[config.mk]
export PLATFORM = sky130hd
export DESIGN_NAME = window_convolution_3x3_clamped_core
export DESIGN_NICKNAME = d
export VERILOG_FILES = /design/src/rtl/wc3_pkg.sv /design/src/rtl/window_convolution_3x3_clamped_core.sv /design/src/rtl/wc3_row_lane.sv /design/src/rtl/wc3_merge.sv /design/src/rtl/wc3_div_step.sv
export SDC_FILE = /design/constraint.sdc
export NUM_CORES = 1
export LEC_CHECK = 0
export BUFFER_PORTS_ARGS = -buffer_cell sky130_fd_sc_hd__buf_2
export CORE_MARGIN = 3
export CORE_UTILIZATION = 60
export CTS_BUF_LIST = sky130_fd_sc_hd__clkbuf_4 sky130_fd_sc_hd__clkbuf_8
export CTS_CLUSTER_SIZE = 25
export DETAILED_ROUTE_END_ITERATION = 16
export PLACE_DENSITY_LB_ADDON = 0.15
export SLEW_MARGIN = 10
export SYNTH_ARGS = -nofsm -noshare
export SYNTH_HDL_FRONTEND = slang
export SYNTH_HIERARCHICAL = 1
export SYNTH_SLANG_ARGS = --single-unit
[constraint.sdc]
create_clock -name clk -period 12.43 [get_ports clk]
set_clock_uncertainty 0.05 [all_clocks]
set_input_delay 0 -clock clk [delete_from_list [all_inputs] [get_ports clk]]
set_output_delay 0 -clock clk [all_outputs]
set_load 0.05 [all_outputs]
[src/rtl/wc3_pkg.sv]
package wc3_pkg;

	localparam int SAMPLE_BITS = 8;
	localparam int DIV_BITS    = 9;
	localparam int QUO_BITS    = 8;
	localparam int IDX_BITS    = 3;
	localparam int TAPS        = 3;

	localparam logic [QUO_BITS-1:0] OUT_MAX  = 8'd255;
	localparam logic [QUO_BITS-1:0] OUT_ZERO = 8'd0;

	localparam logic [IDX_BITS-1:0] REG_ROW_TOP    = 3'd0;
	localparam logic [IDX_BITS-1:0] REG_ROW_MIDDLE = 3'd1;
	localparam logic [IDX_BITS-1:0] REG_ROW_BOTTOM = 3'd2;
	localparam logic [IDX_BITS-1:0] REG_DIVISOR    = 3'd3;

	localparam logic signed [DIV_BITS-1:0] DIV_RESET = 9'sd3;

	typedef logic [SAMPLE_BITS-1:0] sample_t;
	typedef logic [DIV_BITS-1:0]    dmag_t;
	typedef logic [QUO_BITS-1:0]    quo_t;

	typedef struct packed {
		logic sat;
		logic zero;
	} flags_t;

endpackage

[src/rtl/window_convolution_3x3_clamped_core.sv]
// 3x3 window convolution with normalization and clamping. One window of nine
// 8-bit samples is taken per clock cycle and one clamped 8-bit result leaves
// per cycle while the output is not stalled; each result passes through the
// registers of the three row lanes, the merge of the row sums, the restoring
// divider (one quotient bit per stage) and the output register. A stalled
// output backs up the pipeline one stage at a time, so windows are still
// taken while empty stages remain. The kernel rows and the divisor are
// written through cfg_we/cfg_index/cfg_data and must only change while no
// window is in flight; a divisor of zero divides by one.
module window_convolution_3x3_clamped_core #(
	parameter int COEFF_BITS = 5
) (
	input  logic                   clk,
	input  logic                   arst_n,
	input  logic                   cfg_we,
	input  logic [wc3_pkg::IDX_BITS-1:0] cfg_index,
	input  logic [((3*COEFF_BITS > wc3_pkg::DIV_BITS) ? 3*COEFF_BITS : wc3_pkg::DIV_BITS)-1:0]
		cfg_data,
	input  logic                   win_valid,
	output logic                   win_stall,
	input  wc3_pkg::sample_t       top_left,
	input  wc3_pkg::sample_t       top_middle,
	input  wc3_pkg::sample_t       top_right,
	input  wc3_pkg::sample_t       middle_left,
	input  wc3_pkg::sample_t       center_sample,
	input  wc3_pkg::sample_t       middle_right,
	input  wc3_pkg::sample_t       bottom_left,
	input  wc3_pkg::sample_t       bottom_middle,
	input  wc3_pkg::sample_t       bottom_right,
	output logic                   res_valid,
	input  logic                   res_stall,
	output wc3_pkg::sample_t       result_sample
);
	import wc3_pkg::*;

	localparam int ROW_BITS = 3 * COEFF_BITS;
	localparam int ROW_W    = SAMPLE_BITS + COEFF_BITS + 2;
	localparam int MAG_W    = SAMPLE_BITS + COEFF_BITS + 4;
	localparam int NST      = QUO_BITS + 3;

	localparam logic [ROW_BITS-1:0] ROW_TOP_RESET    = ROW_BITS'(1);
	localparam logic [ROW_BITS-1:0] ROW_MIDDLE_RESET = ROW_BITS'(1) << COEFF_BITS;
	localparam logic [ROW_BITS-1:0] ROW_BOTTOM_RESET = ROW_BITS'(1) << (2 * COEFF_BITS);

	logic [ROW_BITS-1:0] row_top_q, row_middle_q, row_bottom_q;
	logic [DIV_BITS-1:0] divisor_q;

	logic [NST-1:0] v_q;
	logic [NST:0]   rdy;

	sample_t                 win [3][3];
	logic signed [ROW_W-1:0] row_s1 [3];
	logic [MAG_W-1:0]        rem_s2;
	flags_t                  flags_s2;
	logic [MAG_W-1:0]        div_rem_s [QUO_BITS+1];
	quo_t                    div_quo_s [QUO_BITS+1];
	flags_t                  div_flags_s [QUO_BITS+1];
	sample_t                 out_s11;

	dmag_t dmag;
	logic  div_neg;

	always_ff @(posedge clk or negedge arst_n) begin
		if (!arst_n) begin
			row_top_q    <= ROW_TOP_RESET;
			row_middle_q <= ROW_MIDDLE_RESET;
			row_bottom_q <= ROW_BOTTOM_RESET;
			divisor_q    <= DIV_RESET;
		end else if (cfg_we) begin
			unique case (cfg_index)
				REG_ROW_TOP:    row_top_q    <= cfg_data[ROW_BITS-1:0];
				REG_ROW_MIDDLE: row_middle_q <= cfg_data[ROW_BITS-1:0];
				REG_ROW_BOTTOM: row_bottom_q <= cfg_data[ROW_BITS-1:0];
				REG_DIVISOR:    divisor_q    <= cfg_data[DIV_BITS-1:0];
				default: ;
			endcase
		end
	end

	always_comb begin
		div_neg = divisor_q[DIV_BITS-1];
		if (divisor_q == '0) begin
			dmag = DIV_BITS'(1);
		end else if (div_neg) begin
			dmag = DIV_BITS'(-divisor_q);
		end else begin
			dmag = divisor_q;
		end
	end

	// advance a stage when it is empty or the one after it advances
	always_comb begin
		rdy[NST] = !res_stall;
		for (int k = NST - 1; k >= 0; k--) begin
			rdy[k] = !v_q[k] || rdy[k+1];
		end
	end

	always_ff @(posedge clk or negedge arst_n) begin
		if (!arst_n) begin
			v_q <= '0;
		end else begin
			if (rdy[0]) begin
				v_q[0] <= win_valid;
			end
			for (int k = 1; k < NST; k++) begin
				if (rdy[k]) begin
					v_q[k] <= v_q[k-1];
				end
			end
		end
	end

	assign win_stall = !rdy[0];
	assign res_valid = v_q[NST-1];

	assign win[0][0] = top_left;
	assign win[0][1] = top_middle;
	assign win[0][2] = top_right;
	assign win[1][0] = middle_left;
	assign win[1][1] = center_sample;
	assign win[1][2] = middle_right;
	assign win[2][0] = bottom_left;
	assign win[2][1] = bottom_middle;
	assign win[2][2] = bottom_right;

	wc3_row_lane #(.COEFF_BITS(COEFF_BITS)) u_lane_top (
		.clk(clk), .en(rdy[0]), .samples(win[0]), .row(row_top_q), .row_sum_q(row_s1[0])
	);
	wc3_row_lane #(.COEFF_BITS(COEFF_BITS)) u_lane_middle (
		.clk(clk), .en(rdy[0]), .samples(win[1]), .row(row_middle_q), .row_sum_q(row_s1[1])
	);
	wc3_row_lane #(.COEFF_BITS(COEFF_BITS)) u_lane_bottom (
		.clk(clk), .en(rdy[0]), .samples(win[2]), .row(row_bottom_q), .row_sum_q(row_s1[2])
	);

	wc3_merge #(.COEFF_BITS(COEFF_BITS)) u_merge (
		.clk(clk), .en(rdy[1]), .row_sum(row_s1), .dmag(dmag), .div_neg(div_neg),
		.rem_q(rem_s2), .flags_q(flags_s2)
	);

	assign div_rem_s[0]   = rem_s2;
	assign div_quo_s[0]   = OUT_ZERO;
	assign div_flags_s[0] = flags_s2;

	for (genvar i = 0; i < QUO_BITS; i++) begin : g_div
		wc3_div_step #(.MAG_W(MAG_W), .SHIFT(QUO_BITS - 1 - i)) u_step (
			.clk(clk), .en(rdy[i+2]), .dmag(dmag),
			.rem_i(div_rem_s[i]), .quo_i(div_quo_s[i]), .flags_i(div_flags_s[i]),
			.rem_q(div_rem_s[i+1]), .quo_q(div_quo_s[i+1]), .flags_q(div_flags_s[i+1])
		);
	end

	always_ff @(posedge clk) begin
		if (rdy[NST-1]) begin
			if (div_flags_s[QUO_BITS].sat) begin
				out_s11 <= OUT_MAX;
			end else if (div_flags_s[QUO_BITS].zero) begin
				out_s11 <= OUT_ZERO;
			end else begin
				out_s11 <= div_quo_s[QUO_BITS];
			end
		end
	end

	assign result_sample = out_s11;

	a_stall_only_full: assert property (@(posedge clk) disable iff (!arst_n)
		win_stall |-> &v_q)
		else $error("window stalled with an empty stage");

	a_stall_from_output: assert property (@(posedge clk) disable iff (!arst_n)
		win_stall |-> res_stall)
		else $error("window stalled while result side takes words");

	a_drain: assert property (@(posedge clk) disable iff (!arst_n)
		(res_valid && !res_stall && !v_q[NST-2]) |=> !res_valid)
		else $error("result word repeated after drain");

	a_rem_bound: assert property (@(posedge clk) disable iff (!arst_n)
		(v_q[NST-2] && !div_flags_s[QUO_BITS].sat && !div_flags_s[QUO_BITS].zero)
			|-> (div_rem_s[QUO_BITS] < MAG_W'(dmag)))
		else $error("divider remainder not below divisor");

endmodule

[src/rtl/wc3_row_lane.sv]
module wc3_row_lane #(
	parameter int COEFF_BITS = 5
) (
	input  logic                                              clk,
	input  logic                                              en,
	input  wc3_pkg::sample_t                                  samples [3],
	input  logic [3*COEFF_BITS-1:0]                           row,
	output logic signed [wc3_pkg::SAMPLE_BITS+COEFF_BITS+1:0] row_sum_q
);
	import wc3_pkg::*;

	localparam int PROD_W = SAMPLE_BITS + COEFF_BITS + 1;
	localparam int ROW_W  = SAMPLE_BITS + COEFF_BITS + 2;

	logic signed [PROD_W-1:0] prod [TAPS];
	logic signed [ROW_W-1:0]  sum;

	always_comb begin
		for (int k = 0; k < TAPS; k++) begin
			prod[k] = PROD_W'($signed({1'b0, samples[k]}))
				* PROD_W'($signed(row[k*COEFF_BITS +: COEFF_BITS]));
		end
		sum = ROW_W'(prod[0]) + ROW_W'(prod[1]) + ROW_W'(prod[2]);
	end

	always_ff @(posedge clk) begin
		if (en) begin
			row_sum_q <= sum;
		end
	end

endmodule

[src/rtl/wc3_merge.sv]
module wc3_merge #(
	parameter int COEFF_BITS = 5
) (
	input  logic                                              clk,
	input  logic                                              en,
	input  logic signed [wc3_pkg::SAMPLE_BITS+COEFF_BITS+1:0] row_sum [3],
	input  wc3_pkg::dmag_t                                    dmag,
	input  logic                                              div_neg,
	output logic [wc3_pkg::SAMPLE_BITS+COEFF_BITS+3:0]        rem_q,
	output wc3_pkg::flags_t                                   flags_q
);
	import wc3_pkg::*;

	localparam int ACC_W = SAMPLE_BITS + COEFF_BITS + 4;
	localparam int CMP_W = ACC_W + DIV_BITS;

	logic signed [ACC_W-1:0] acc;
	logic [ACC_W-1:0]        mag;
	logic [CMP_W-1:0]        limit;
	flags_t                  flags;

	always_comb begin
		acc = ACC_W'(row_sum[0]) + ACC_W'(row_sum[1]) + ACC_W'(row_sum[2]);
		mag = acc[ACC_W-1] ? ACC_W'(-acc) : ACC_W'(acc);
		limit = CMP_W'(dmag) << QUO_BITS;
		flags.zero = acc[ACC_W-1] != div_neg;
		flags.sat  = !flags.zero && (CMP_W'(mag) >= limit);
	end

	always_ff @(posedge clk) begin
		if (en) begin
			rem_q   <= mag;
			flags_q <= flags;
		end
	end

endmodule

[src/rtl/wc3_div_step.sv]
module wc3_div_step #(
	parameter int MAG_W = 17,
	parameter int SHIFT = 7
) (
	input  logic             clk,
	input  logic             en,
	input  wc3_pkg::dmag_t   dmag,
	input  logic [MAG_W-1:0] rem_i,
	input  wc3_pkg::quo_t    quo_i,
	input  wc3_pkg::flags_t  flags_i,
	output logic [MAG_W-1:0] rem_q,
	output wc3_pkg::quo_t    quo_q,
	output wc3_pkg::flags_t  flags_q
);
	import wc3_pkg::*;

	localparam int CMP_W = MAG_W + DIV_BITS;

	logic [CMP_W-1:0] trial;
	logic [CMP_W-1:0] diff;
	logic             ge;
	quo_t             quo;

	always_comb begin
		trial = CMP_W'(dmag) << SHIFT;
		diff  = CMP_W'(rem_i) - trial;
		ge    = CMP_W'(rem_i) >= trial;
		quo   = quo_i;
		quo[SHIFT] = ge;
	end

	always_ff @(posedge clk) begin
		if (en) begin
			rem_q   <= ge ? diff[MAG_W-1:0] : rem_i;
			quo_q   <= quo;
			flags_q <= flags_i;
		end
	end

endmodule

==> impl_metrics.env, run 1 <==
export IMPL_numCtsBuffers=55
export IMPL_cts_path_max_buffers=3
export IMPL_fmax_ghz=0.166
export IMPL_finalSetupViolations=0
export IMPL_die_width_um=233
export IMPL_insertion_delay_ns=0.66
export IMPL_dp_hpwl_um=56700
export IMPL_worstPathMaxFanout=19
export IMPL_finalMaxSlewViolations=0
export IMPL_critical_path_required_ns=12.79
export IMPL_synthCells=2916
export IMPL_cts_resized=0
export IMPL_cts_root_buf="clkbuf_8"
export IMPL_drtPass1Iterations=8
export IMPL_status="completed"
export IMPL_finalCriticalPeriod_ns=6.04
export IMPL_cp_end_kind="register"
export IMPL_avgSynthCellArea_um2=10.6
export IMPL_area_growth_pct=8.96
export IMPL_wl_per_cell_um=18.6
export IMPL_cts_tree="yes"
export IMPL_coreArea_mm2=0.0505
export IMPL_grt_max_degree=46
export IMPL_drive_gt1_share_pct=12.5
export IMPL_vias=21450
export IMPL_gp_congestion=0.919
export IMPL_grt_overflow=0
export IMPL_die_h_um=233
export IMPL_finalCritPeriodShare_pct=48.6
export IMPL_busiest_layer="met2"
export IMPL_grt_pass1_wl_um=115000
export IMPL_drt_iter0_drc=1205
export IMPL_fp_dieArea_mm2=0.0541
export IMPL_arrival_ns=6.40
export IMPL_rsz0062_at_grt="false"
export IMPL_grtUsageTotal_pct=26.9
export IMPL_route_detailed_drc=0
export IMPL_startpoint_type="register"
export IMPL_io_buffers=104
export IMPL_hold_viol_final=0
export IMPL_vias_per_cell=5.64
export IMPL_grt_use_met2_pct=47.9
export IMPL_rows=82
export IMPL_slew_headroom_pct=24.0
export IMPL_final_nets=3793
export IMPL_synth_warning_count=6
export IMPL_ant_nets=0
export IMPL_worstSetupPathType="register to register"
export IMPL_setup_tns_ns=0
export IMPL_met3_usage_pct=3.27
export IMPL_initial_core_util_pct=61.1
export IMPL_top_level_ports=105
export IMPL_routed_wl_um=70700
export IMPL_grt_util_met1_pct=33.5
export IMPL_htree_levels=2
export IMPL_syn_num_nets=3627
export IMPL_grt_pass1_vias=22644
export IMPL_max_cap_viol_count=0
export IMPL_syn_area_mm2=0.0308
export IMPL_tightest_slew_ns=1.14
export IMPL_antenna_found_initial=2
export IMPL_clk_pin_slew_ns=0.06
export IMPL_clock_sinks=308
export IMPL_hold_class="input port to register"
## worst paths after layout
kind,start,endpoint,slack (ns),cells after the start
worst max register to register,row_middle_q[14],u_lane_middle/row_sum_q[14],6.39,15
min in group asynchronous,arst_n,v_q[4],0.35,3
max in group asynchronous,arst_n,v_q[2],11.40,4
worst min-delay path,win_valid,v_q[0],0.13,3
worst max-delay path,row_middle_q[14],u_lane_middle/row_sum_q[14],6.39,15
worst min register to register,u_merge/flags_q[1],g_div[0].u_step/flags_q[1],0.36,0
## routing by layer
metal  vias up  share of wire (%)
met5         -                  0
met3       153                4.4
li1       9991                  -
met1     10701                 41
met2       605                 51
met4         0                3.7
## state kept, by name (all words and copies together), names as in the netlist
| name | count |
|---|---|
| divisor_q | 9 |
| g_div.u_step/flags_q | 16 |
| g_div.u_step/quo_q | 36 |
| g_div.u_step/rem_q | 119 |
| result_sample | 8 |
| row_bottom_q | 15 |
| row_middle_q | 15 |
| row_top_q | 15 |
| u_lane_bottom/row_sum_q | 15 |
| u_lane_middle/row_sum_q | 15 |
| u_lane_top/row_sum_q | 15 |
| u_merge/flags_q | 2 |
| u_merge/rem_q | 17 |
| v_q | 11 |
## critical path: stages, from the launching register on
cell and delay (ns):
dfrtp_1 0.97, nand2b_1 0.20, fa_1 0.58, inv_1 0.06, fa_1 0.56, fa_1 0.44
fa_1 0.46, fa_1 0.51, inv_1 0.05, fa_1 0.47, inv_1 0.04, ha_1 0.37
a211oi_1 0.35, o21a_1 0.22, o21ai_0 0.09, a311o_1 0.36
## final cells by class
| cell class | instances | area (um2) |
|---|---|---|
| antenna | 1 | 2.50 |
| sequential | 308 | 8930 |
| inverter | 557 | 2100 |
| timing repair buffer | 137 | 851 |
| multi-input combinational | 2023 | 19700 |
| clock buffer | 80 | 1010 |
| tap | 672 | 841 |
| fill | 4003 | 16900 |
| clock inverter | 24 | 188 |
## cells in the final DEF, fill, tap and decap left out, types with 7 or more instances in the layout
| cell type | n |
|---|---|
| inv_1 | 553 |
| fa_1 | 338 |
| ha_1 | 278 |
| nand2_1 | 243 |
| edfxtp_1 | 243 |
| nor2_1 | 150 |
| and2_1 | 147 |
| buf_2 | 103 |
| a21oi_1 | 100 |
| xnor2_1 | 74 |
| clkbuf_8 | 65 |
| o21ai_0 | 61 |
| dfrtp_1 | 60 |
| nand2b_1 | 56 |
| mux2_4 | 53 |
| xor2_1 | 53 |
| a21o_1 | 44 |
| mux2_2 | 34 |
| nor3_1 | 29 |
| o211ai_1 | 24 |
| dlygate4sd3_1 | 24 |
| nand3_1 | 20 |
| o21a_1 | 17 |
| nand4_1 | 16 |
| nor2b_1 | 16 |
| clkbuf_4 | 15 |
| a31oi_1 | 15 |
| a211oi_1 | 14 |
| or2_2 | 13 |
| and3_1 | 12 |
| clkinv_2 | 11 |
| mux2i_1 | 11 |
| nor4_1 | 9 |
| buf_4 | 9 |
| or3_1 | 8 |
| clkinv_1 | 7 |
| nand4b_1 | 7 |
| o2111ai_1 | 7 |
| o21bai_1 | 7 |
## metrics by stage
stage                     setup slack, ns  instances  cell area, um2  util, %  hold WS [ns]
after floorplan                      6.97       2916           30800        -        -0.346
after global routing                 5.95       3802           33600     66.5        0.0834
after CTS                            6.37       3801           33600     66.5        0.0488
after global placement               6.52       3672           32100     63.6         0.102
final                                6.39       3802           33600     66.5         0.134
after detailed placement             6.39       3672           32100     63.6         0.120
## repair_timing
item	in CTS	in global routing
hold buffers	25	0
endpoints found under the setup margin	0	0
endpoints found under the hold margin	155	0
buffers inserted	0	0
Power of run 1 is left out: the tool's default activity adds up to more than one toggle a clock period on the data nets, which glitch-free logic cannot reach.
==> run 2, diff against run 1 <==
Settings changed: ABC_AREA from default to 1.
Clock period 12.43 ns to 5.2 ns, I/O delays scaled along.
==> run 2 against run 1 <==
Synthesized area up 8.8%. Maximum frequency is 17% higher. Count of clock-buffer cells in the layout grew 6. Critical path depth grew 4. Via count is 21% higher. Cell count rose by 37%. Global-route usage up 0.20 points. Critical path type unchanged.
==> impl_metrics.env, run 2 <==
export IMPL_status="completed"
export IMPL_antenna_found_initial=5
export IMPL_grt_max_degree=51
export IMPL_drive_gt1_share_pct=16.4
export IMPL_max_cap_viol_count=0
export IMPL_ant_nets=0
export IMPL_gp_congestion=0.908
export IMPL_route_detailed_drc=0
export IMPL_regMostFlops="g_div.u_step/rem_q"
export IMPL_max_stage_delay_ns=0.54
export IMPL_layout_commonest_cell="nand2_1"
export IMPL_syn_area_mm2=0.0335
export IMPL_grtUsageTotal_pct=27.1
export IMPL_cts_root_buf="clkbuf_8"
export IMPL_clk_pin_slew_ns=0.07
export IMPL_fmax_ghz=0.194
export IMPL_drtPass1Iterations=6
export IMPL_area_growth_pct=11.7
export IMPL_arrival_ns=5.52
export IMPL_r2r_slack_ns=0.04
export IMPL_timing_rr_end="u_lane_middle/row_sum_q[14]"
export IMPL_hold_worst_slack_ns=0.0674
export IMPL_crit_path_end="u_lane_middle/row_sum_q[14]"
export IMPL_synth_warning_count=6
export IMPL_die_h_um=242
export IMPL_crit_family="adder cells"
export IMPL_crit_start="row_middle_q[14]"
export IMPL_hold_class="input port to asynchronous set/reset pin"
export IMPL_avgSynthCellArea_um2=7.97
export IMPL_final_nets=5125
export IMPL_worstSetupPathType="register to register"
export IMPL_hold_viol_final=0
export IMPL_largest_register_ffs=119
export IMPL_cts_path_max_buffers=3
export IMPL_finalCritPeriodShare_pct=99.3
export IMPL_numCtsBuffers=54
export IMPL_finalSetupViolations=0
export IMPL_synthCells=4209
export IMPL_critical_path_required_ns=5.56
export IMPL_reg2reg_from="row_middle_q[14]"
export IMPL_grt_pass1_vias=25958
export IMPL_drt_iter0_drc=1417
export IMPL_worstPathMaxFanout=6
export IMPL_routed_wl_um=78500
export IMPL_finalCriticalPeriod_ns=5.16
export IMPL_cp_end_kind="register"
export IMPL_tightest_slew_ns=1.16
export IMPL_cp_slowest_cell="fa_1"
export IMPL_insertion_delay_ns=0.66
export IMPL_finalMaxSlewViolations=0
export IMPL_vias=25993
export IMPL_io_buffers=104
export IMPL_worstPathCellList="clkinvlp_4, or2_4, fa_1, inv_1, fa_1, fa_1, fa_2, fa_1, inv_1, fa_1, inv_1, ha_4, nand2_1, inv_1, nand2_2, nor3_2, nand2_2, nand3_2, nand2_1"
export IMPL_rsz0062_at_grt="true"
export IMPL_coreArea_mm2=0.0552
export IMPL_n_fill_cell=4616
export IMPL_clock_sinks=308
export IMPL_setup_tns_ns=0
export IMPL_path_buf_inv=5
export IMPL_wl_per_cell_um=15.1
export IMPL_cp_depth=19
export IMPL_startpoint_type="register"
export IMPL_cts_tree="yes"
export IMPL_grt_overflow=0
export IMPL_top_level_ports=105
export IMPL_ff2ff_path_depth=19
export IMPL_slew_headroom_pct=22.7
export IMPL_dp_hpwl_um=62600
export IMPL_syn_num_nets=4920
export IMPL_final_cell_mix="1184 x nand2_1, 1035 x inv_1, 321 x fa_1, 255 x ha_1, 243 x edfxtp_1"
export IMPL_htree_levels=2
export IMPL_grt_pass1_wl_um=128000
export IMPL_vias_per_cell=4.99
export IMPL_fp_dieArea_mm2=0.0588
export IMPL_initial_core_util_pct=60.8
export IMPL_rows=86
export IMPL_crit_path_frequent_cell="fa_1"
export IMPL_top_regs="g_div.u_step/rem_q (119), g_div.u_step/quo_q (36), u_merge/rem_q (17)"
export IMPL_die_width_um=242
## run 2: area by class of cell
| cell class | instances | area (um2) | area share, % |
|---|---|---|---|
| flip-flops and latches | 308 | 8960 | 23.9 |
| diodes | 1 | 2.50 | 0.00668 |
| multi-input cells | 2729 | 20700 | 55.4 |
| clock buffers | 86 | 1100 | 2.93 |
| well taps | 748 | 936 | 2.50 |
| inverters | 1111 | 4180 | 11.2 |
| repair buffers | 210 | 1400 | 3.73 |
| clock inverters | 16 | 151 | 0.404 |
## run 2: worst reg2reg max path, cell delays in order, from the launching register on
cell and delay (ns):
dfrtp_2 0.38, clkinvlp_4 0.18, or2_4 0.28, fa_1 0.53, inv_1 0.05, fa_1 0.46, fa_1 0.54, fa_2 0.45
fa_1 0.49, inv_1 0.05, fa_1 0.47, inv_1 0.06, ha_4 0.31, nand2_1 0.08, inv_1 0.09, nand2_2 0.07
nor3_2 0.19, nand2_2 0.08, nand3_2 0.08, nand2_1 0.05
## run 2: how the worst min path moves through the flow
stage / endpoint / slack [ns] / from
6_report: row_bottom_q[5] / 0.07 / arst_n
5_1_grt: row_bottom_q[5] / 0.10 / arst_n
4_1_cts: row_bottom_q[5] / 0.05 / arst_n
3_5_place_dp: v_q[10] / -0.17 / arst_n
3_3_place_gp: v_q[10] / -0.16 / arst_n
2_1_floorplan: divisor_q[2] / -0.35 / arst_n
## run 2: repair_timing
action / 4_1_cts / 5_1_grt
pin swaps: 7 / 100
endpoints found under the hold margin: 154 / 0
hold buffers: 21 / 0
gates resized for setup: 15 / 190
endpoints found under the setup margin: 15 / 32
buffers inserted: 1 / 18
## run 2: through the flow
step	setup WS, ns	utilization [%]	instances	instance area, um2
floorplan	-0.0112	-	4209	33500
CTS	-0.00345	66.5	5190	36700
global placement	-0.0996	63.7	5066	35200
global route	-0.101	67.9	5209	37500
detailed placement	-0.113	63.7	5066	35200
finish	0.0387	67.9	5209	37500
## run 2: layer usage
| metal | share of wire (%) | track usage (%) |
|---|---|---|
| met1 | 42 | 34.4 |
| met2 | 51 | 48.8 |
| met3 | 4.0 | 2.81 |
| met4 | 2.9 | 8.33 |
| met5 | 0 | 0 |
Power of run 2 is left out for the same reason.
